### src/hw/rtl/ata_pio_sector_sequencer_top_assert.svh
// ----------------------------------------------------------------------------
// ATA PIO sector sequencer assertion macros
// Shared property wrappers for the sequencer RTL.
// ----------------------------------------------------------------------------
`ifndef ATA_PIO_SECTOR_SEQUENCER_TOP_ASSERT_SVH
`define ATA_PIO_SECTOR_SEQUENCER_TOP_ASSERT_SVH

// Same-cycle implication, disabled during reset
`define APSS_ASSERT_NOW(name, clk, rstn, ante, cons) \
  name: assert property (@(posedge clk) disable iff (!rstn) (ante) |-> (cons)) \
    else $error("apss assertion failed");

// Next-cycle implication, disabled during reset
`define APSS_ASSERT_NEXT(name, clk, rstn, ante, cons) \
  name: assert property (@(posedge clk) disable iff (!rstn) (ante) |=> (cons)) \
    else $error("apss assertion failed");

`endif

### src/hw/rtl/apss_pkg.sv
// ----------------------------------------------------------------------------
// ATA PIO sector sequencer package
// Types, register codes and ATA constants shared by the sequencer modules.
// ----------------------------------------------------------------------------
`default_nettype none

package apss_pkg;

  // Sector geometry
  localparam int unsigned WORDS_PER_SECTOR = 256;
  localparam int unsigned WordW            = $clog2(WORDS_PER_SECTOR);
  localparam int unsigned SectorBytes      = 2 * WORDS_PER_SECTOR;
  localparam int unsigned TotalW           = 25;
  localparam int unsigned TotalFullW       = 16 + $clog2(SectorBytes + 1);
  localparam logic [TotalW-1:0] TOTAL_MAX  = {TotalW{1'b1}};

  // Task queue between front and back
  localparam int unsigned QueueDepth = 4;
  localparam int unsigned QueuePtrW  = $clog2(QueueDepth);
  localparam int unsigned QueueCntW  = $clog2(QueueDepth + 1);

  // LBA28 boundary
  localparam logic [47:0] LBA28_LIMIT    = 48'h0000_0FFF_FFFF;
  localparam logic [47:0] LBA28_LIMIT_M1 = LBA28_LIMIT - 48'd1;

  // Configuration register indexes
  localparam int unsigned CfgIdxW  = 3;
  localparam int unsigned CfgDataW = 20;
  localparam logic [CfgIdxW-1:0] CFG_COMMAND_BASE = 3'd0;
  localparam logic [CfgIdxW-1:0] CFG_CONTROL_BASE = 3'd1;
  localparam logic [CfgIdxW-1:0] CFG_DRIVE_SELECT = 3'd2;
  localparam logic [CfgIdxW-1:0] CFG_LBA48        = 3'd3;
  localparam logic [CfgIdxW-1:0] CFG_POLL_LIMIT   = 3'd4;

  // Configuration reset values
  localparam logic [15:0] CMD_BASE_RESET   = 16'h01F0;
  localparam logic [15:0] CTRL_BASE_RESET  = 16'h03F6;
  localparam logic [19:0] POLL_LIMIT_RESET = 20'd100000;

  // Input opcodes
  localparam logic [2:0] OP_START_RD  = 3'd0;
  localparam logic [2:0] OP_START_WR  = 3'd1;
  localparam logic [2:0] OP_STATUS    = 3'd2;
  localparam logic [2:0] OP_DEV_DATA  = 3'd3;
  localparam logic [2:0] OP_HOST_DATA = 3'd4;

  // Task-file register offsets
  localparam logic [15:0] OFS_DATA   = 16'd0;
  localparam logic [15:0] OFS_FEAT   = 16'd1;
  localparam logic [15:0] OFS_COUNT  = 16'd2;
  localparam logic [15:0] OFS_LBA0   = 16'd3;
  localparam logic [15:0] OFS_LBA1   = 16'd4;
  localparam logic [15:0] OFS_LBA2   = 16'd5;
  localparam logic [15:0] OFS_DEVSEL = 16'd6;
  localparam logic [15:0] OFS_CMD    = 16'd7;
  localparam logic [15:0] OFS_ALT    = 16'd2;

  // ATA command bytes
  localparam logic [7:0] CMD_READ_PIO      = 8'h20;
  localparam logic [7:0] CMD_READ_PIO_EXT  = 8'h24;
  localparam logic [7:0] CMD_WRITE_PIO     = 8'h30;
  localparam logic [7:0] CMD_WRITE_PIO_EXT = 8'h34;
  localparam logic [7:0] CMD_FLUSH         = 8'hE7;
  localparam logic [7:0] CMD_FLUSH_EXT     = 8'hEA;

  // Device select bytes
  localparam logic [7:0] DEVSEL_LBA28 = 8'hE0;
  localparam logic [7:0] DEVSEL_LBA48 = 8'h40;

  // Status bits
  localparam int unsigned ST_ERR_BIT = 0;
  localparam int unsigned ST_DRQ_BIT = 3;
  localparam int unsigned ST_DF_BIT  = 5;
  localparam int unsigned ST_BSY_BIT = 7;
  localparam logic [7:0] STATUS_FLOAT = 8'hFF;

  // Result kinds
  typedef enum logic [2:0] {
    KIND_BYTE_WR   = 3'd0,
    KIND_BYTE_RD   = 3'd1,
    KIND_WORD_WR   = 3'd2,
    KIND_WORD_RD   = 3'd3,
    KIND_HOST_DATA = 3'd4,
    KIND_HOST_WANT = 3'd5,
    KIND_DONE      = 3'd6,
    KIND_FAIL      = 3'd7
  } kind_e;

  // Front phase
  typedef enum logic [2:0] {
    PH_IDLE       = 3'd0,
    PH_POLL_DATA  = 3'd1,
    PH_READ_DATA  = 3'd2,
    PH_WRITE_DATA = 3'd3,
    PH_POLL_FLUSH = 3'd4
  } phase_e;

  // Back sequencer state
  typedef enum logic [1:0] {
    BK_IDLE = 2'd0,
    BK_PRE  = 2'd1,
    BK_BODY = 2'd2
  } back_state_e;

  // Leading result of a task
  typedef enum logic [1:0] {
    PRE_NONE = 2'd0,
    PRE_HOST = 2'd1,
    PRE_WWR  = 2'd2
  } pre_e;

  // Main result sequence of a task
  typedef enum logic [2:0] {
    BODY_FAIL  = 3'd0,
    BODY_WANT  = 3'd1,
    BODY_WRD   = 3'd2,
    BODY_POLL  = 3'd3,
    BODY_DONE  = 3'd4,
    BODY_ISSUE = 3'd5,
    BODY_FLUSH = 3'd6
  } body_e;

  typedef struct packed {
    logic [15:0] command_base;
    logic [15:0] control_base;
    logic        drive_select;
    logic        lba48_capable;
    logic [19:0] poll_limit;
  } cfg_t;

  typedef struct packed {
    logic [2:0]  opcode;
    logic [47:0] lba;
    logic [15:0] sector_count;
    logic [15:0] item_value;
  } in_item_t;

  typedef struct packed {
    kind_e       kind;
    logic [15:0] port_address;
    logic [15:0] out_value;
    logic [24:0] byte_total;
    logic        last;
  } out_item_t;

  typedef struct packed {
    pre_e              pre;
    body_e             body;
    logic [15:0]       value;
    logic [7:0]        cmd;
    logic              ext;
    logic [47:0]       lba;
    logic [TotalW-1:0] total;
  } task_t;

endpackage

`default_nettype wire

### src/hw/rtl/apss_front.sv
// ----------------------------------------------------------------------------
// ATA PIO sequencer front end
// Accepts items, tracks the transfer phase and queues at most one task per item.
// ----------------------------------------------------------------------------
`default_nettype none

module apss_front (
  input  wire                  clk_i,
  input  wire                  rst_ni,
  input  apss_pkg::cfg_t       cfg_i,
  input  wire                  in_valid_i,
  input  apss_pkg::in_item_t   in_item_i,
  input  wire                  q_full_i,
  output logic                 push_o,
  output apss_pkg::task_t      task_o
);

  apss_pkg::phase_e                phase_q, phase_d;
  logic [47:0]                     lba_q, lba_d;
  logic [15:0]                     count_q, count_d;
  logic [15:0]                     done_q, done_d;
  logic [apss_pkg::WordW-1:0]      word_q, word_d;
  logic [19:0]                     poll_q, poll_d;
  logic                            is_write_q, is_write_d;

  logic                            accept;
  logic [7:0]                      status;
  logic                            st_bad;
  logic                            st_ready;
  logic                            st_busy;
  logic                            poll_over;
  logic                            last_word;
  logic                            finish;
  logic                            start_ext;
  logic                            next_ext;
  logic [47:0]                     lba_next;
  logic [15:0]                     done_next;
  logic [apss_pkg::TotalFullW-1:0] total_full;
  logic [apss_pkg::TotalW-1:0]     total_sat;

  // Pick the read or write PIO command for the addressing form
  function automatic logic [7:0] issue_cmd(input logic ext, input logic wr);
    logic [7:0] c;
    if (ext) begin
      c = wr ? apss_pkg::CMD_WRITE_PIO_EXT : apss_pkg::CMD_READ_PIO_EXT;
    end else begin
      c = wr ? apss_pkg::CMD_WRITE_PIO : apss_pkg::CMD_READ_PIO;
    end
    return c;
  endfunction

  assign accept = in_valid_i && !q_full_i;

  // Classify the status byte
  assign status    = in_item_i.item_value[7:0];
  assign st_bad    = (status == apss_pkg::STATUS_FLOAT) || status[apss_pkg::ST_ERR_BIT]
                     || status[apss_pkg::ST_DF_BIT];
  assign st_busy   = status[apss_pkg::ST_BSY_BIT];
  assign st_ready  = !st_busy && status[apss_pkg::ST_DRQ_BIT];
  assign poll_over = poll_q >= cfg_i.poll_limit;
  assign last_word = word_q == apss_pkg::WordW'(apss_pkg::WORDS_PER_SECTOR - 1);

  // Decide the addressing form for a fresh request
  assign start_ext = cfg_i.lba48_capable
                     && ((in_item_i.lba >= apss_pkg::LBA28_LIMIT)
                         || (({1'b0, in_item_i.lba} + 49'(in_item_i.sector_count))
                             > {1'b0, apss_pkg::LBA28_LIMIT}));

  // Decide the form for the following sector, folding in the increment
  assign lba_next  = lba_q + 48'd1;
  assign done_next = done_q + 16'd1;
  assign next_ext  = cfg_i.lba48_capable && !(&lba_q)
                     && ((lba_q >= apss_pkg::LBA28_LIMIT_M1)
                         || (({1'b0, lba_q} + 49'(count_q)) >= {1'b0, apss_pkg::LBA28_LIMIT}));

  // Byte total, saturated to the result field
  assign total_full = apss_pkg::TotalFullW'(count_q)
                      * apss_pkg::TotalFullW'(apss_pkg::SectorBytes);
  assign total_sat  = (total_full > apss_pkg::TotalFullW'(apss_pkg::TOTAL_MAX))
                      ? apss_pkg::TOTAL_MAX : total_full[apss_pkg::TotalW-1:0];

  // Hold the transfer state
  always_ff @(posedge clk_i or negedge rst_ni) begin
    if (!rst_ni) begin
      phase_q    <= apss_pkg::PH_IDLE;
      lba_q      <= '0;
      count_q    <= '0;
      done_q     <= '0;
      word_q     <= '0;
      poll_q     <= '0;
      is_write_q <= 1'b0;
    end else begin
      phase_q    <= phase_d;
      lba_q      <= lba_d;
      count_q    <= count_d;
      done_q     <= done_d;
      word_q     <= word_d;
      poll_q     <= poll_d;
      is_write_q <= is_write_d;
    end
  end

  // Advance the phase and build the task for the accepted item
  always_comb begin
    phase_d    = phase_q;
    lba_d      = lba_q;
    count_d    = count_q;
    done_d     = done_q;
    word_d     = word_q;
    poll_d     = poll_q;
    is_write_d = is_write_q;
    finish     = 1'b0;
    push_o     = 1'b0;

    task_o.pre   = apss_pkg::PRE_NONE;
    task_o.body  = apss_pkg::BODY_FAIL;
    task_o.value = in_item_i.item_value;
    task_o.cmd   = '0;
    task_o.ext   = 1'b0;
    task_o.lba   = lba_q;
    task_o.total = '0;

    if (accept) begin
      case (phase_q)
        apss_pkg::PH_IDLE: begin
          if (in_item_i.opcode inside {apss_pkg::OP_START_RD, apss_pkg::OP_START_WR}) begin
            push_o = 1'b1;
            if (in_item_i.sector_count != 16'd0) begin
              is_write_d  = in_item_i.opcode == apss_pkg::OP_START_WR;
              lba_d       = in_item_i.lba;
              count_d     = in_item_i.sector_count;
              done_d      = '0;
              task_o.body = apss_pkg::BODY_ISSUE;
              task_o.ext  = start_ext;
              task_o.lba  = in_item_i.lba;
              task_o.cmd  = issue_cmd(start_ext,
                                      in_item_i.opcode == apss_pkg::OP_START_WR);
              phase_d     = apss_pkg::PH_POLL_DATA;
              poll_d      = 20'd1;
              word_d      = '0;
            end
          end
        end
        apss_pkg::PH_POLL_DATA: begin
          if (in_item_i.opcode == apss_pkg::OP_STATUS) begin
            push_o = 1'b1;
            if (st_bad) begin
              phase_d = apss_pkg::PH_IDLE;
            end else if (st_ready) begin
              if (is_write_q) begin
                phase_d     = apss_pkg::PH_WRITE_DATA;
                task_o.body = apss_pkg::BODY_WANT;
              end else begin
                phase_d     = apss_pkg::PH_READ_DATA;
                task_o.body = apss_pkg::BODY_WRD;
              end
            end else if (poll_over) begin
              phase_d = apss_pkg::PH_IDLE;
            end else begin
              poll_d      = poll_q + 20'd1;
              task_o.body = apss_pkg::BODY_POLL;
            end
          end
        end
        apss_pkg::PH_POLL_FLUSH: begin
          if (in_item_i.opcode == apss_pkg::OP_STATUS) begin
            push_o = 1'b1;
            if (st_bad || !st_busy || poll_over) begin
              finish = 1'b1;
            end else begin
              poll_d      = poll_q + 20'd1;
              task_o.body = apss_pkg::BODY_POLL;
            end
          end
        end
        apss_pkg::PH_READ_DATA: begin
          if (in_item_i.opcode == apss_pkg::OP_DEV_DATA) begin
            push_o     = 1'b1;
            task_o.pre = apss_pkg::PRE_HOST;
            word_d     = word_q + apss_pkg::WordW'(1);
            if (last_word) begin
              finish = 1'b1;
            end else begin
              task_o.body = apss_pkg::BODY_WRD;
            end
          end
        end
        apss_pkg::PH_WRITE_DATA: begin
          if (in_item_i.opcode == apss_pkg::OP_HOST_DATA) begin
            push_o     = 1'b1;
            task_o.pre = apss_pkg::PRE_WWR;
            word_d     = word_q + apss_pkg::WordW'(1);
            if (last_word) begin
              task_o.body = apss_pkg::BODY_FLUSH;
              task_o.cmd  = cfg_i.lba48_capable ? apss_pkg::CMD_FLUSH_EXT
                                                : apss_pkg::CMD_FLUSH;
              phase_d     = apss_pkg::PH_POLL_FLUSH;
              poll_d      = 20'd1;
            end else begin
              task_o.body = apss_pkg::BODY_WANT;
            end
          end
        end
        default: ;
      endcase

      // Close the sector: report completion or start the next one
      if (finish) begin
        done_d = done_next;
        lba_d  = lba_next;
        if (done_next >= count_q) begin
          task_o.body  = apss_pkg::BODY_DONE;
          task_o.total = total_sat;
          phase_d      = apss_pkg::PH_IDLE;
        end else begin
          task_o.body = apss_pkg::BODY_ISSUE;
          task_o.ext  = next_ext;
          task_o.lba  = lba_next;
          task_o.cmd  = issue_cmd(next_ext, is_write_q);
          phase_d     = apss_pkg::PH_POLL_DATA;
          poll_d      = 20'd1;
          word_d      = '0;
        end
      end
    end
  end

endmodule

`default_nettype wire

### src/hw/rtl/apss_queue.sv
// ----------------------------------------------------------------------------
// ATA PIO sequencer task queue
// Small register FIFO that decouples the front end from the back end.
// ----------------------------------------------------------------------------
`default_nettype none

module apss_queue (
  input  wire              clk_i,
  input  wire              rst_ni,
  input  wire              push_i,
  input  apss_pkg::task_t  task_i,
  output logic             full_o,
  input  wire              pop_i,
  output logic             valid_o,
  output apss_pkg::task_t  task_o
);

  apss_pkg::task_t                   entry_q [apss_pkg::QueueDepth];
  logic [apss_pkg::QueuePtrW-1:0]    wr_ptr_q, wr_ptr_d;
  logic [apss_pkg::QueuePtrW-1:0]    rd_ptr_q, rd_ptr_d;
  logic [apss_pkg::QueueCntW-1:0]    count_q, count_d;

  assign full_o  = count_q == apss_pkg::QueueCntW'(apss_pkg::QueueDepth);
  assign valid_o = count_q != '0;
  assign task_o  = entry_q[rd_ptr_q];

  // Advance pointers and occupancy
  always_comb begin
    wr_ptr_d = wr_ptr_q;
    rd_ptr_d = rd_ptr_q;
    count_d  = count_q;
    if (push_i) begin
      wr_ptr_d = (wr_ptr_q == apss_pkg::QueuePtrW'(apss_pkg::QueueDepth - 1))
                 ? '0 : wr_ptr_q + apss_pkg::QueuePtrW'(1);
    end
    if (pop_i) begin
      rd_ptr_d = (rd_ptr_q == apss_pkg::QueuePtrW'(apss_pkg::QueueDepth - 1))
                 ? '0 : rd_ptr_q + apss_pkg::QueuePtrW'(1);
    end
    if (push_i && !pop_i) begin
      count_d = count_q + apss_pkg::QueueCntW'(1);
    end else if (pop_i && !push_i) begin
      count_d = count_q - apss_pkg::QueueCntW'(1);
    end
  end

  always_ff @(posedge clk_i or negedge rst_ni) begin
    if (!rst_ni) begin
      wr_ptr_q <= '0;
      rd_ptr_q <= '0;
      count_q  <= '0;
    end else begin
      wr_ptr_q <= wr_ptr_d;
      rd_ptr_q <= rd_ptr_d;
      count_q  <= count_d;
    end
  end

  // Store the pushed task
  always_ff @(posedge clk_i) begin
    if (push_i) begin
      entry_q[wr_ptr_q] <= task_i;
    end
  end

endmodule

`default_nettype wire

### src/hw/rtl/apss_back.sv
// ----------------------------------------------------------------------------
// ATA PIO sequencer back end
// Expands queued tasks into result items, one per cycle unless the output stalls, into an output register.
// ----------------------------------------------------------------------------
`default_nettype none

`include "ata_pio_sector_sequencer_top_assert.svh"

module apss_back (
  input  wire                 clk_i,
  input  wire                 rst_ni,
  input  apss_pkg::cfg_t      cfg_i,
  input  wire                 q_valid_i,
  input  apss_pkg::task_t     q_task_i,
  output logic                q_pop_o,
  output logic                out_valid_o,
  input  wire                 out_stall_i,
  output apss_pkg::out_item_t out_item_o
);

  // Slots of the command issue sequence, in LBA48 order
  localparam logic [3:0] SLOT_DEVSEL    = 4'd0;
  localparam logic [3:0] SLOT_HOB_COUNT = 4'd1;
  localparam logic [3:0] SLOT_HOB_LBA0  = 4'd2;
  localparam logic [3:0] SLOT_HOB_LBA1  = 4'd3;
  localparam logic [3:0] SLOT_HOB_LBA2  = 4'd4;
  localparam logic [3:0] SLOT_COUNT     = 4'd5;
  localparam logic [3:0] SLOT_LBA0      = 4'd6;
  localparam logic [3:0] SLOT_LBA1      = 4'd7;
  localparam logic [3:0] SLOT_LBA2      = 4'd8;
  localparam logic [3:0] SLOT_CMD       = 4'd9;
  localparam logic [3:0] SLOT_ALT_FIRST = 4'd10;
  localparam logic [3:0] SLOT_ALT_LAST  = 4'd13;
  localparam logic [3:0] SLOT_STATUS    = 4'd14;
  localparam logic [3:0] SLOT_FEAT      = 4'd15;
  localparam logic [3:0] LBA28_SKIP     = 4'd3;

  apss_pkg::back_state_e state_q, state_d;
  apss_pkg::task_t       task_q, task_d;
  logic [3:0]            step_q, step_d;
  logic                  out_valid_q, out_valid_d;
  apss_pkg::out_item_t   out_q, res;

  logic                  emit;
  logic                  emit_last;
  logic                  load;
  logic [3:0]            slot;
  logic [7:0]            dev_byte;
  logic [7:0]            wr_byte;

  // Number of body results of a task
  function automatic logic [3:0] body_len(input apss_pkg::task_t t);
    logic [3:0] n;
    case (t.body)
      apss_pkg::BODY_ISSUE: n = t.ext ? 4'd15 : 4'd12;
      apss_pkg::BODY_FLUSH: n = 4'd2;
      default:              n = 4'd1;
    endcase
    return n;
  endfunction

  assign emit      = (state_q != apss_pkg::BK_IDLE) && (!out_valid_q || !out_stall_i);
  assign emit_last = (state_q == apss_pkg::BK_BODY) && (step_q == body_len(task_q) - 4'd1);
  assign load      = q_valid_i && ((state_q == apss_pkg::BK_IDLE) || (emit && emit_last));
  assign q_pop_o   = load;

  // Map an issue step onto its slot; LBA28 skips the high-order writes
  always_comb begin
    if (task_q.ext || (step_q == 4'd0)) begin
      slot = step_q;
    end else if (step_q == 4'd1) begin
      slot = SLOT_FEAT;
    end else begin
      slot = step_q + LBA28_SKIP;
    end
  end

  assign dev_byte = task_q.ext
                    ? (apss_pkg::DEVSEL_LBA48 | {3'b000, cfg_i.drive_select, 4'b0000})
                    : (apss_pkg::DEVSEL_LBA28 | {3'b000, cfg_i.drive_select, 4'b0000}
                       | {4'b0000, task_q.lba[27:24]});

  // Build the result for the current step
  always_comb begin
    res              = '0;
    res.kind         = apss_pkg::KIND_FAIL;
    wr_byte          = '0;
    if (state_q == apss_pkg::BK_PRE) begin
      case (task_q.pre)
        apss_pkg::PRE_HOST: begin
          res.kind      = apss_pkg::KIND_HOST_DATA;
          res.out_value = task_q.value;
        end
        apss_pkg::PRE_WWR: begin
          res.kind         = apss_pkg::KIND_WORD_WR;
          res.port_address = cfg_i.command_base + apss_pkg::OFS_DATA;
          res.out_value    = task_q.value;
        end
        default: ;
      endcase
    end else begin
      case (task_q.body)
        apss_pkg::BODY_WANT: res.kind = apss_pkg::KIND_HOST_WANT;
        apss_pkg::BODY_WRD: begin
          res.kind         = apss_pkg::KIND_WORD_RD;
          res.port_address = cfg_i.command_base + apss_pkg::OFS_DATA;
        end
        apss_pkg::BODY_POLL: begin
          res.kind         = apss_pkg::KIND_BYTE_RD;
          res.port_address = cfg_i.command_base + apss_pkg::OFS_CMD;
        end
        apss_pkg::BODY_DONE: begin
          res.kind       = apss_pkg::KIND_DONE;
          res.byte_total = task_q.total;
        end
        apss_pkg::BODY_FLUSH: begin
          res.port_address = cfg_i.command_base + apss_pkg::OFS_CMD;
          if (step_q == 4'd0) begin
            res.kind      = apss_pkg::KIND_BYTE_WR;
            res.out_value = {8'h00, task_q.cmd};
          end else begin
            res.kind = apss_pkg::KIND_BYTE_RD;
          end
        end
        apss_pkg::BODY_ISSUE: begin
          res.kind = apss_pkg::KIND_BYTE_WR;
          case (slot)
            SLOT_DEVSEL: begin
              res.port_address = cfg_i.command_base + apss_pkg::OFS_DEVSEL;
              wr_byte          = dev_byte;
            end
            SLOT_HOB_COUNT: res.port_address = cfg_i.command_base + apss_pkg::OFS_COUNT;
            SLOT_HOB_LBA0: begin
              res.port_address = cfg_i.command_base + apss_pkg::OFS_LBA0;
              wr_byte          = task_q.lba[31:24];
            end
            SLOT_HOB_LBA1: begin
              res.port_address = cfg_i.command_base + apss_pkg::OFS_LBA1;
              wr_byte          = task_q.lba[39:32];
            end
            SLOT_HOB_LBA2: begin
              res.port_address = cfg_i.command_base + apss_pkg::OFS_LBA2;
              wr_byte          = task_q.lba[47:40];
            end
            SLOT_COUNT: begin
              res.port_address = cfg_i.command_base + apss_pkg::OFS_COUNT;
              wr_byte          = 8'd1;
            end
            SLOT_LBA0: begin
              res.port_address = cfg_i.command_base + apss_pkg::OFS_LBA0;
              wr_byte          = task_q.lba[7:0];
            end
            SLOT_LBA1: begin
              res.port_address = cfg_i.command_base + apss_pkg::OFS_LBA1;
              wr_byte          = task_q.lba[15:8];
            end
            SLOT_LBA2: begin
              res.port_address = cfg_i.command_base + apss_pkg::OFS_LBA2;
              wr_byte          = task_q.lba[23:16];
            end
            SLOT_CMD: begin
              res.port_address = cfg_i.command_base + apss_pkg::OFS_CMD;
              wr_byte          = task_q.cmd;
            end
            SLOT_STATUS: begin
              res.kind         = apss_pkg::KIND_BYTE_RD;
              res.port_address = cfg_i.command_base + apss_pkg::OFS_CMD;
            end
            SLOT_FEAT: res.port_address = cfg_i.command_base + apss_pkg::OFS_FEAT;
            default: begin
              // Alternate-status reads give the 400 ns settle delay
              if (slot inside {[SLOT_ALT_FIRST:SLOT_ALT_LAST]}) begin
                res.kind         = apss_pkg::KIND_BYTE_RD;
                res.port_address = cfg_i.control_base + apss_pkg::OFS_ALT;
              end
            end
          endcase
          res.out_value = {8'h00, wr_byte};
        end
        default: res.kind = apss_pkg::KIND_FAIL;
      endcase
      res.last = emit_last;
    end
  end

  // Sequence through the pre result and the body steps
  always_comb begin
    state_d     = state_q;
    task_d      = task_q;
    step_d      = step_q;
    out_valid_d = out_valid_q;
    if (emit) begin
      out_valid_d = 1'b1;
      if (state_q == apss_pkg::BK_PRE) begin
        state_d = apss_pkg::BK_BODY;
      end else if (emit_last) begin
        state_d = apss_pkg::BK_IDLE;
      end else begin
        step_d = step_q + 4'd1;
      end
    end else if (!out_stall_i) begin
      out_valid_d = 1'b0;
    end
    if (load) begin
      task_d  = q_task_i;
      step_d  = '0;
      state_d = (q_task_i.pre == apss_pkg::PRE_NONE) ? apss_pkg::BK_BODY : apss_pkg::BK_PRE;
    end
  end

  always_ff @(posedge clk_i or negedge rst_ni) begin
    if (!rst_ni) begin
      state_q     <= apss_pkg::BK_IDLE;
      step_q      <= '0;
      out_valid_q <= 1'b0;
    end else begin
      state_q     <= state_d;
      step_q      <= step_d;
      out_valid_q <= out_valid_d;
    end
  end

  // Hold task and output payload
  always_ff @(posedge clk_i) begin
    task_q <= task_d;
    if (emit) begin
      out_q <= res;
    end
  end

  assign out_valid_o = out_valid_q;
  assign out_item_o  = out_q;

  `APSS_ASSERT_NEXT(a_pre_then_body, clk_i, rst_ni, emit && (state_q == apss_pkg::BK_PRE), state_q == apss_pkg::BK_BODY)
  `APSS_ASSERT_NOW(a_step_in_range, clk_i, rst_ni, state_q == apss_pkg::BK_BODY, step_q < body_len(task_q))
  `APSS_ASSERT_NEXT(a_last_ends_task, clk_i, rst_ni, emit && res.last, (state_q == apss_pkg::BK_IDLE) || (step_q == 4'd0))

endmodule

`default_nettype wire

### src/hw/rtl/ata_pio_sector_sequencer_top.sv
// ----------------------------------------------------------------------------
// ATA PIO sector sequencer top level
// Host-side PIO command sequencer with LBA28/LBA48 addressing.
// ----------------------------------------------------------------------------
// Usage:
//   Input channel (in_valid_i / in_stall_o / in_item_i) carries start requests,
//   device status bytes and data words. Output channel (out_valid_o /
//   out_stall_i / out_item_o) returns bus accesses, host data and completion.
//   Each item yields up to 16 result items; the final one has last set.
//   An accepted item passes the task queue and the back-end task register
//   before its first result is registered at the output. The back end gives
//   one result per cycle while the output is not stalled; the front end takes
//   one item per cycle while its 4-entry task queue has room. A sector issue
//   after the last read word of an LBA48 transfer yields 16 results.
//   A stalled output holds its item; the back end stops and the queue fills,
//   after which in_stall_o rises.
//   Configuration writes (cfg_valid_i / cfg_ready_o) are always taken and are
//   meant for idle periods. Reset restores register defaults (base 0x1F0,
//   control 0x3F6, master, LBA28, poll limit 100000) and empties the queue.
// ----------------------------------------------------------------------------
`default_nettype none

module ata_pio_sector_sequencer_top (
  input  wire                              clk_i,
  input  wire                              rst_ni,
  input  wire                              in_valid_i,
  output logic                             in_stall_o,
  input  apss_pkg::in_item_t               in_item_i,
  output logic                             out_valid_o,
  input  wire                              out_stall_i,
  output apss_pkg::out_item_t              out_item_o,
  input  wire                              cfg_valid_i,
  output logic                             cfg_ready_o,
  input  wire [apss_pkg::CfgIdxW-1:0]      cfg_index_i,
  input  wire [apss_pkg::CfgDataW-1:0]     cfg_data_i
);

  apss_pkg::cfg_t  cfg_q;
  logic            q_full;
  logic            q_valid;
  logic            q_push;
  logic            q_pop;
  apss_pkg::task_t push_task;
  apss_pkg::task_t pop_task;

  assign cfg_ready_o = 1'b1;
  assign in_stall_o  = q_full;

  // Update configuration registers
  always_ff @(posedge clk_i or negedge rst_ni) begin
    if (!rst_ni) begin
      cfg_q.command_base  <= apss_pkg::CMD_BASE_RESET;
      cfg_q.control_base  <= apss_pkg::CTRL_BASE_RESET;
      cfg_q.drive_select  <= 1'b0;
      cfg_q.lba48_capable <= 1'b0;
      cfg_q.poll_limit    <= apss_pkg::POLL_LIMIT_RESET;
    end else if (cfg_valid_i && cfg_ready_o) begin
      case (cfg_index_i)
        apss_pkg::CFG_COMMAND_BASE: cfg_q.command_base  <= cfg_data_i[15:0];
        apss_pkg::CFG_CONTROL_BASE: cfg_q.control_base  <= cfg_data_i[15:0];
        apss_pkg::CFG_DRIVE_SELECT: cfg_q.drive_select  <= cfg_data_i[0];
        apss_pkg::CFG_LBA48:        cfg_q.lba48_capable <= cfg_data_i[0];
        apss_pkg::CFG_POLL_LIMIT:   cfg_q.poll_limit    <= cfg_data_i[19:0];
        default: ;
      endcase
    end
  end

  apss_front u_front (
    .clk_i      (clk_i),
    .rst_ni     (rst_ni),
    .cfg_i      (cfg_q),
    .in_valid_i (in_valid_i),
    .in_item_i  (in_item_i),
    .q_full_i   (q_full),
    .push_o     (q_push),
    .task_o     (push_task)
  );

  apss_queue u_queue (
    .clk_i   (clk_i),
    .rst_ni  (rst_ni),
    .push_i  (q_push),
    .task_i  (push_task),
    .full_o  (q_full),
    .pop_i   (q_pop),
    .valid_o (q_valid),
    .task_o  (pop_task)
  );

  apss_back u_back (
    .clk_i       (clk_i),
    .rst_ni      (rst_ni),
    .cfg_i       (cfg_q),
    .q_valid_i   (q_valid),
    .q_task_i    (pop_task),
    .q_pop_o     (q_pop),
    .out_valid_o (out_valid_o),
    .out_stall_i (out_stall_i),
    .out_item_o  (out_item_o)
  );

endmodule

`default_nettype wire

### config.mk
export PLATFORM = sky130hd
export DESIGN_NAME = ata_pio_sector_sequencer_top
export DESIGN_NICKNAME = d
export VERILOG_FILES = /design/src/hw/rtl/apss_pkg.sv /design/src/hw/rtl/apss_front.sv /design/src/hw/rtl/apss_queue.sv /design/src/hw/rtl/apss_back.sv /design/src/hw/rtl/ata_pio_sector_sequencer_top.sv
export VERILOG_INCLUDE_DIRS = /design/src /design/src/hw/rtl
export SDC_FILE = /design/constraint.sdc
export NUM_CORES = 1
export LEC_CHECK = 0
export BUFFER_PORTS_ARGS = -buffer_cell sky130_fd_sc_hd__clkbuf_2
export CORE_ASPECT_RATIO = 0.75
export CORE_MARGIN = 2
export CORE_UTILIZATION = 34
export CTS_BUF_LIST = sky130_fd_sc_hd__clkbuf_2
export DETAILED_ROUTE_END_ITERATION = 8
export HOLD_SLACK_MARGIN = 0.12
export PLACE_DENSITY = 0.45
export SLEW_MARGIN = 20
export SYNTH_ARGS = -nofsm -noshare
export SYNTH_HDL_FRONTEND = slang
export SYNTH_SLANG_ARGS = --single-unit
### constraint.sdc
create_clock -name clk_i -period 18.17 [get_ports clk_i]
set_clock_uncertainty 0.1 [all_clocks]
set_input_delay 1.817 -clock clk_i [delete_from_list [all_inputs] [get_ports clk_i]]
set_output_delay 1.817 -clock clk_i [all_outputs]
set_load 0.01 [all_outputs]
* After elaboration in Yosys (flattened, before gate mapping)
Memories as Yosys holds them, arrays and structs flattened. Index checks and enable logic that the tools add are counted. W data, S select, Z words.
Storage, ports and cells: output and inout bits 64, register bits 344, memories kept 1, bits of input ports 111, RAM bits 412, word-level logic and storage cells 302
Cells by class: mux-type cells 123, reduce and logical (&&, ||, !) cells 67, bitwise operators 2, eq/ne operators 49, $add $sub $neg 21, magnitude comparators 9
Memories:
- u_queue.entry_q | words 4, bits a word 103, rd ports 1, clocked after memory_dff 0, write ports 1, RTL line apss_queue.sv:18 | apss_pkg::task_t entry_q [apss_pkg::QueueDepth];
Operator list (number):
- $mux W20 | 12
- $mux W48 | 4
- $mux W57 | 3
- $mux W82 | 2
- $pmux W16 S7 | 1
- $add A48 B16 Y49 | 2
- $ge A48 B28 Y1 const B | 2
- $mux W16 | 6
- $mux W8 | 12
- $pmux W20 S4 | 1
- $pmux W8 S9 | 1
- $add A16 B3 Y16 const B | 4
- $mux W3 | 19
- $mux W25 | 2
- $ge A49 B28 Y1 const B | 1
- $gt A49 B28 Y1 const B | 1
- $mux W49 | 1
- $add A16 B2 Y16 const B | 3
- $add A48 B1 Y48 const B | 1
- $pmux W16 S3 | 1
- $reduce_and A48 Y1 | 1
- $mux W35 | 1
- $add A16 B1 Y16 const B | 2
- $mux W4 | 8
- 61 further kinds | 180

* Depth between registers and ports, before layout
Gate-level depths: netlist of run 1.
depth in word-level cells 11, gate-level depth with buffers 19, depth with buffers taken out 17

* Modules after synthesis
Synthesis of run 1 repeated with hierarchy kept, for this count alone.
Unflattened totals: cells, all modules 3027, area, all modules 37707.4 um2
By module, submodules not included:
- apss_queue | area an instance 15284.7 um2, sequential area each 12547.0 um2, instances 1, cells each 576
- apss_front | area an instance 11165.7 um2, sequential area each 2802.7 um2, instances 1, cells each 1505
- apss_back | area an instance 9157.5 um2, sequential area each 5099.9 um2, instances 1, cells each 826
- ata_pio_sector_sequencer_top | area an instance 2099.5 um2, sequential area each 1375.1 um2, instances 1, cells each 120

* Worst setup path before layout of run 1
No wires, ideal clock.
path type input-to-reg, start point in out_stall_i, end point reg u_queue.count_q[1] (netlist name), cell stages on the path 9, data required time 17945 ps, setup slack 11655 ps, buffers on the path 1, data arrival time 6290 ps, cells stage by stage and2_1 > o22ai_1 > o31a_1 > clkbuf_1 > inv_1 > ha_1 > inv_1 > fa_1 > mux2_2
On the way: cells in the longest elaborated chain, start to end 9, elaborated cells between the ends (all ways) 11, those cells by class 1 x mux; 10 x reduce/logical
Ends and longest elaborated chain:
- from (decl) | RTL line ata_pio_sector_sequencer_top.sv:30 | input wire out_stall_i,
- $logic_not A1 Y1 | RTL line apss_back.sv:62 | assign emit = (state_q != apss_pkg::BK_IDLE) && (!out_valid_q || !out_stall_i);
- $logic_or A1 B1 Y1 | RTL line apss_back.sv:62
- $logic_and A1 B1 Y1 | RTL line apss_back.sv:62
- $logic_and A1 B1 Y1 | RTL line apss_back.sv:64 | assign load = q_valid_i && ((state_q == apss_pkg::BK_IDLE) || (emit && emit_last));
- $logic_or A1 B1 Y1 | RTL line apss_back.sv:64
- $logic_and A1 B1 Y1 | RTL line apss_back.sv:64
- via q_pop | RTL line ata_pio_sector_sequencer_top.sv:42 | logic q_pop;
- $logic_not A1 Y1 | RTL line apss_queue.sv:40 | if (push_i && !pop_i) begin
- $logic_and A1 B1 Y1 | RTL line apss_queue.sv:40
- $mux W3 | RTL line apss_queue.sv:40
- via u_queue.count_d (one bit) | RTL line apss_queue.sv:21 | logic [apss_pkg::QueueCntW-1:0] count_q, count_d;
- to (signal assigned) | RTL line apss_queue.sv:55 | count_q <= count_d;
- to (decl) | RTL line apss_queue.sv:21
The timed path passes the listed nets, and every way through them passes these cells. A chain may end at the register's enable or synchronous reset.

==> qor.yml, run 1 <==
status:
  status: "completed"
timing:
  relSlewSlack_pct: 25.0
  whs_ns: 0.401
  setup_slack_ns: 13.11
  period_share_pct: 27.9
  hold_violations: 0
  worst_slew_pin_slew_ns: 1.12
  setup_viol: 0
  drv_slew: 0
  grt_setup_unrepaired: "false"
  fmax_mhz: 198
  setup_tns_ns: 0
  fin_crit_ns: 5.06
worst_setup_path:
  r2r_slack_ns: 13.11
  crit_type: "flip-flop to flip-flop"
  crit_fanout: 25
  cp.arrival_ns: 6.13
  endpoint_kind: "flip-flop"
  cp-start-kind: "flip-flop"
  critical_path_required_ns: 19.24
clocking:
  clock_latency_ns: 1.50
  clk_pin_slew_worst_paths_ns: 0.10
  cts_buffer_depth: 3
  numCtsBuffers: 179
  clock-root-buffer: "clkbuf_2"
  cts_sinks: 692
  cts_tree: "done"
  cts_max_level: 4
  cts-resized-gates: 0
synth:
  synth-simple-area-share_pct: 13.2
  synth.most_common_cell: "edfxtp_1"
  synth_common_cells: "512 x edfxtp_1, 319 x nand2_1, 239 x a21oi_1"
  ys_ff_latch: 692
  synth_cell_types: 95
  synth.area.mux_share_pct: 8.46
  ys.flop_type: "edfxtp_1"
  yosysTopAreaCell: "edfxtp_1"
  async_reset_ff_share_pct: 26.0
  synthesis.area_mm2: 0.0349
  yosysSeqAreaShare_pct: 57.1
  synth_compound_gate_area_share_pct: 13.2
  synthAdderAreaFrac_pct: 3.59
  synth_top_area_share_pct: 44.1
  synth_edf_count: 512
  synth_top_family_by_area: "compound AO/OA/AOI/OAI gates"
  synthTopCellsByArea: "edfxtp_1 44%, dfrtp_1 12%, mux4_2 5.9%, nand2_1 3.4%, a21oi_1 3.4%"
  yosysWarnings: 0
  synthCells: 2966
  syn_area_per_cell_um2: 11.8
  synth_xor_area_share_pct: 1.41
die:
  die-width_um: 374
  die_h_um: 281
  core_area_mm2: 0.101
  ioPinCount: 175
  initial_core_util_pct: 34.3
  rows: 101
  die_area_mm2: 0.105
grt:
  grt-ovfl-total: 0
  antenna_found_initial: 8
  grt_max_degree: 95
  grt_pass1_wl_um: 169000
  grt_util_all_layers_pct: 21.6
  grt_pass1_vias: 25700
place:
  post-place-ws_ns: 12.54
  gp_congestion: 0.903
  port_buffers: 164
  dp_hpwl_um: 77100
final_layout:
  nFillCells: 9927
  area_growth_pct: 11.8
  final_nets: 3398
  layout-drive-gt1-share_pct: 21.7
drt:
  vias: 26300
  wirelength_um: 114000
  vias_per_cell: 5.60
  ant_nets: 0
  first_pass_iters: 6
  drt_iter0_markers: 2689
  drc: 0
  wl_per_cell_um: 24.3
power:
  p_per_area_mw_per_mm2: 148
  totalPowerFinal_uw: 5780
  vdd_drop_max_v: 0.0000632
  p_leak_uw: 0.0141
hold_path:
  min-delay-path-class: "flip-flop to flip-flop"
run:
  drv_cap: 0
==> worst paths after layout <==
kind	startpoint	to	cells past startpoint
max in group asynchronous	rst_ni	cfg_q[31]	5
min in group asynchronous	rst_ni	u_front.lba_q[18]	2
setup reg to reg	u_front.done_q[0]	u_queue.entry_q[0][63]	18
setup / recovery	u_front.done_q[0]	u_queue.entry_q[0][63]	18
hold reg to reg	u_back.task_q[94]	u_back.out_item_o[38]	1
hold / removal	u_back.task_q[94]	u_back.out_item_o[38]	1
==> power breakdown <==
part	switching [µW]	internal, µW
logic	1360	801
clock network	677	491
registers	353	2090
==> timing repair <==
item	CTS	global route
setup buffers	0	0
hold endpoints to repair	50	0
setup endpoints to repair	0	0
hold buffers	1	0
==> cell usage in the layout (no fill, tap or decap), drive strengths merged, types with 14 or more instances in the layout <==
| cell | instances |
|---|---|
| a211oi | 27 |
| a21o | 14 |
| a21oi | 239 |
| a31oi | 29 |
| and2 | 54 |
| and3 | 39 |
| buf | 49 |
| clkbuf | 439 |
| clkinv | 48 |
| dfrtp | 161 |
| dfstp | 19 |
| edfxtp | 512 |
| ha | 92 |
| inv | 82 |
| mux2 | 52 |
| mux2i | 29 |
| mux4 | 92 |
| nand2 | 320 |
| nand2b | 15 |
| nand3 | 107 |
| nand4 | 44 |
| nor2 | 196 |
| nor2b | 16 |
| nor3 | 65 |
| nor4 | 28 |
| o211ai | 15 |
| o21a | 16 |
| o21ai | 203 |
| o221ai | 15 |
| o22ai | 48 |
| xnor2 | 23 |
| xor2 | 33 |
==> sequential cells by signal, summed over array words and instances (netlist names) <==
register	cells
u_back.step_q	4
u_back.task_q	92
cfg_q	54
u_front.phase_q	3
u_back.state_q	2
u_front.poll_q	20
u_back.out_item_o	52
u_front.count_q	16
u_back.out_valid_o	1
u_front.done_q	16
u_queue.count_q	3
u_queue.wr_ptr_q	2
u_queue.entry_q	368
u_queue.rd_ptr_q	2
u_front.word_q	8
u_front.is_write_q	1
u_front.lba_q	48
==> final cells by class <==
type,count,area (µm²),share of cell area (%)
diodes,12,30.0,0.0771
clock buffers,275,1380,3.53
clock inverters,58,408,1.05
inverters,80,300,0.771
multi-input cells,2023,14000,36.0
flip-flops and latches,692,19900,51.1
well taps,1339,1680,4.30
repair buffers,214,1240,3.18
==> per-layer routing <==
metal	wire length (µm)	GRT usage [%]	share of wire, %	vias to the layer above
li1	-	-	-	11900
met2	49700	31.9	44	1060
met1	54100	31.7	47	13200
met5	26	0	0.023	-
met3	8020	4.18	7.0	177
met4	2290	7.11	2.0	4
==> cell families after synthesis <==
logic type | after synthesis
compound gates | 738
xor+xnor | 56
fa+ha+maj | 97
buf+inv | 259
flops | 692
mux | 173
other cells | 2
simple gates | 949
==> metrics by stage <==
| stage | area, µm² | util, % | std cells |
|---|---|---|---|
| final | 39000 | 38.4 | 4693 |
| after detailed placement | 37100 | 36.5 | 4344 |
| after global routing | 39000 | 38.4 | 4693 |
| after CTS | 38900 | 38.3 | 4678 |
| after global placement | 37100 | 36.5 | 4344 |
| after floorplan | 34900 | - | 2974 |
==> critical path, cell delays in order, from the launching register on <==
cell	delay, ns
dfrtp_1	0.46
ha_1	0.26
nand3_1	0.13
nor2_1	0.26
and3_1	0.27
and3_1	0.29
xor2_1	0.17
ha_1	0.27
a21oi_1	0.15
nand2_1	0.07
a21oi_1	0.17
o31ai_1	0.14
a21oi_2	0.15
buf_4	0.32
nand2_1	0.50
buf_4	0.40
or3_1	0.35
o21ai_0	0.08
a21oi_1	0.15
Note: power is estimated with default switching activity, not from simulation.
==> inputs of run 2 (changes only) <==
--- a/config.mk
+++ b/config.mk
@@ -6,6 +6,7 @@
 export SDC_FILE = /design/constraint.sdc
 export NUM_CORES = 1
 export LEC_CHECK = 0
+export ABC_AREA = 1
 export BUFFER_PORTS_ARGS = -buffer_cell sky130_fd_sc_hd__clkbuf_2
 export CORE_ASPECT_RATIO = 0.75
 export CORE_MARGIN = 2
@@ -13,7 +14,7 @@
 export CTS_BUF_LIST = sky130_fd_sc_hd__clkbuf_2
 export DETAILED_ROUTE_END_ITERATION = 8
 export HOLD_SLACK_MARGIN = 0.12
-export PLACE_DENSITY = 0.45
+export PLACE_DENSITY = 0.47
 export SLEW_MARGIN = 20
 export SYNTH_ARGS = -nofsm -noshare
 export SYNTH_HDL_FRONTEND = slang
==> constraint.sdc (replaced) <==
create_clock -name clk_i -period 4.5 [get_ports clk_i]
set_clock_uncertainty 0.1 [all_clocks]
set_input_delay 0.45 -clock clk_i [delete_from_list [all_inputs] [get_ports clk_i]]
set_output_delay 0.45 -clock clk_i [all_outputs]
set_load 0.01 [all_outputs]
==> run 2 against run 1 <==
Effect of this change: first-iteration DRC count decreased by 2.6%; via count grew 32%; final cell count up 48%; worst setup slack worse by 13 ns; utilization increased by 3.2 points; synthesized cell count rose by 58%.
==> qor.yml, run 2 <==
status:
  status: "completed"
final_layout:
  layout_common_cells: "1,305 x nand2_1, 567 x nor2_1, 528 x inv_1, 512 x edfxtp_1, 490 x o21ai_0"
  layout-drive-gt1-share_pct: 11.3  # -10 points
  layoutNonFillerInstCount: 6943  # +48%
  final_nets: 5490  # +62%
  postLayoutCoreUtil_pct: 41.6  # +3.2 points
  largest_register_ffs: 368  # unchanged
  top_register: "u_queue.entry_q"
  area_growth_pct: 20.7
  nFillCells: 11500  # +16%
  top_regs: "u_queue.entry_q (368), u_back.task_q (92), cfg_q (54)"
  final_common_cell: "nand2_1"
die:
  rows: 106  # +5.0%
  die-width_um: 393  # +5.1%
  die_h_um: 296  # +5.1%
  core_area_mm2: 0.112  # +10%
  initial_core_util_pct: 34.4  # +0.088 points
  die_area_mm2: 0.116  # +10%
  ioPinCount: 175  # unchanged
worst_setup_path:
  critPathSlowestCell: "dlygate4sd3_1"
  cp_cell_sequence: "inv_1, ha_1, inv_1, a21oi_1, o21ai_0, nand4_1, nand3_1, nor2_1, nand2_1, nand3_1, nand2_4, nand2_2, nand2_4, buf_12, nand2_1, dlygate4sd3_1, o21ai_0"
  crit_type: "flip-flop to flip-flop"
  r2r_slack_ns: 0.36  # -12.75 ns
  crit_fanout: 76  # +200%
  r2r_start: "u_front.poll_q[0]"
  critical_path_required_ns: 5.85  # -13.39 ns
  cpPeakStageDelay_ns: 0.59  # +0.09 ns
  path_buf_inv: 4  # +2
  endpoint_kind: "flip-flop"
  cp_top_family: "simple AND/OR/NAND/NOR gates"
  cp.arrival_ns: 5.49  # -0.64 ns
  r2r_cells: 17  # -1
  r2r-end: "u_front.lba_q[21]"
  cp-start-kind: "flip-flop"
timing:
  setup_tns_ns: 0  # unchanged
  relSlewSlack_pct: 29.5  # +4.5 points
  fin_crit_ns: 4.14  # -0.923 ns
  grt_setup_unrepaired: "false"
  drv_slew: 0  # unchanged
  worst_slew_pin_slew_ns: 1.06  # -0.0670 ns
  fmax_mhz: 242  # +22%
  setup_viol: 0  # unchanged
  setup_slack_ns: 0.363  # -12.75 ns
  period_share_pct: 91.9  # +64 points
  hold_violations: 0  # unchanged
synth:
  synth_common_cells: "1,307 x nand2_1, 573 x nor2_1, 532 x inv_1"
  synthesis.area_mm2: 0.0385  # +11%
  ys.flop_type: "edfxtp_1"
  synth_compound_gate_area_share_pct: 10.6  # -2.6 points
  synth-simple-area-share_pct: 24.7  # +11 points
  synth.most_common_cell: "nand2_1"
  yosysSeqAreaShare_pct: 51.6  # -5.5 points
  syn_area_per_cell_um2: 8.21  # -30%
  yosysTopAreaCell: "edfxtp_1"
  synth_cell_types: 56  # -41%
  synth.area.mux_share_pct: 0.0292  # -8.4 points
  synth_edf_count: 512  # unchanged
  synth_xor_area_share_pct: 2.52  # +1.1 points
  yosysWarnings: 0  # unchanged
  async_reset_ff_share_pct: 26.0  # unchanged
  synth_top_family_by_area: "simple AND/OR/NAND/NOR gates"
  ys_ff_latch: 692  # unchanged
  synthAdderAreaFrac_pct: 3.28  # -0.31 points
  synth_top_area_share_pct: 39.9  # -4.2 points
  synthCells: 4698  # +58%
  synthTopCellsByArea: "edfxtp_1 40%, nand2_1 13%, dfrtp_1 10%, o21ai_0 6.7%, nor2_1 5.6%"
grt:
  grt_pass1_vias: 33300  # +30%
  grt-ovfl-total: 0  # unchanged
  antenna_found_initial: 8  # unchanged
  grt_max_degree: 149  # +57%
  grt_pass1_wl_um: 205000  # +22%
  grt_util_all_layers_pct: 23.4  # +1.8 points
power:
  vdd_drop_max_v: 0.000330  # +420%
  combinationalPowerShare_pct: 44.8  # +7.3 points
  p_sw_uw: 12500  # +420%
  seq_power_share_pct: 38.3  # -4.0 points
  switching_share_pct: 46.5  # +5.1 points
  p_leak_uw: 0.0201  # +42%
  internal-power_uw: 14400  # +330%
  p_per_area_mw_per_mm2: 579  # +290%
  clockPowerShare_pct: 16.9  # -3.3 points
clocking:
  clock-root-buffer: "clkbuf_2"
  cts_tree: "done"
  cts_buffer_depth: 3  # unchanged
  clock_latency_ns: 1.59  # +0.09 ns
  cts_max_level: 4  # unchanged
  clk_pin_slew_worst_paths_ns: 0.12  # +0.02 ns
  post_cts_buffers: 0  # unchanged
  numCtsBuffers: 179  # unchanged
  cts_sinks: 692  # unchanged
hold_path:
  min-delay-path-class: "primary input to flip-flop"
  hold_start: "cfg_index_i[1]"
  hold_depth: 5  # +4
  worstHoldEndpoint: "cfg_q[27]"
drt:
  drc: 0  # unchanged
  vias: 34700  # +32%
  wl_per_cell_um: 19.6  # -20%
  drt_iter0_markers: 2618  # -2.6%
  ant_nets: 0  # unchanged
  wirelength_um: 136000  # +19%
  first_pass_iters: 6  # unchanged
  vias_per_cell: 4.99  # -11%
place:
  port_buffers: 164  # unchanged
  place_inst: 6269  # +44%
  post-place-ws_ns: 0.198  # -12.34 ns
  dp_hpwl_um: 93900  # +22%
  gp_congestion: 0.927  # +2.7%
run:
  drv_cap: 0  # unchanged
## run 2: changes by cell type after synthesis, sizes merged, moves of 51 or more
| cell | delta |
|---|---|
| and2 | -53 |
| mux2 | -51 |
| a21oi | -156 |
| nand2 | +999 |
| o21ai | +329 |
| nand3 | +112 |
| xor2 | +69 |
| mux4 | -92 |
| o22ai | +74 |
| nor2 | +389 |
| inv | +456 |
## run 2: metrics by stage
step | power [µW] | hold WS [ns] | instance area, µm²
CTS | 27100 | 0.122 | 46400
global route | 29000 | 0.154 | 46500
floorplan | 17400 | 0.0544 | 38600
global placement | 22000 | 0.371 | 41300
detailed placement | 22000 | 0.379 | 41300
finish | 26900 | 0.281 | 46500
## run 2: worst min-delay path, cell delays in order
cell	delay, ns
dlygate4sd3_1	0.55
clkbuf_2	0.13
nand3b_1	0.19
o21ai_0	0.10
dlygate4sd3_1	0.56
## run 2: layer usage
metal | vias to the layer above | part of all wire (%) | wire length, µm | GRT usage [%]
li1 | 16800 | - | - | -
met1 | 16500 | 47 | 64200 | 33.5
met2 | 1115 | 44 | 59700 | 35.8
met3 | 236 | 6.4 | 8750 | 4.02
met4 | 4 | 2.4 | 3250 | 7.44
met5 | - | 0.018 | 24 | 0
## run 2: repair_timing
item,CTS,global route
resized for setup,0,40
endpoints found under the hold margin,1154,8
hold buffers,340,2
setup endpoints to repair,0,236
## run 2: cell families after synthesis
group,after synthesis
simple gates,2312
xor+xnor,110
compound gates,764
other cells,2
flops,692
buf+inv,719
fa+ha+maj,98
mux,1
## run 2: power by group through the flow
| stage | sequential, µW | combinational (µW) | clock [µW] |
|---|---|---|---|
| 2_1_floorplan | 9940 | 7490 | 0 |
| 5_1_grt | 10400 | 13500 | 5090 |
| 3_5_place_dp | 10400 | 11600 | 0 |
| 3_3_place_gp | 10400 | 11600 | 0 |
| 6_report | 10300 | 12100 | 4550 |
| 4_1_cts | 10300 | 12000 | 4770 |
## run 2: layout make-up
type                            instances  area (µm²)  area share, %
Timing Repair Buffer                  576        5000           10.8
Antenna cell                           11        27.5         0.0592
Sequential cell                       692       19900           42.8
Tap cell                             1512        1890           4.07
Multi-Input combinational cell       3295       16000           34.4
Inverter                              537        2030           4.35
Clock buffer                          256        1280           2.75
Clock inverter                         64         382          0.820
## run 2: worst max-delay path by stage
stage	start	endpoint	slack, ns	depth (start not counted)
6_report	u_front.poll_q[0]	u_front.lba_q[21]	0.36	17
5_1_grt	u_front.done_q[2]	u_queue.entry_q[1][47]	0.02	19
4_1_cts	u_front.done_q[0]	u_queue.entry_q[3][36]	0.12	19
3_5_place_dp	u_front.done_q[0]	u_queue.entry_q[3][28]	0.20	18
3_3_place_gp	u_front.done_q[0]	u_queue.entry_q[1][62]	0.31	18
2_1_floorplan	in_item_i[81]	u_queue.entry_q[0][100]	-1.50	10
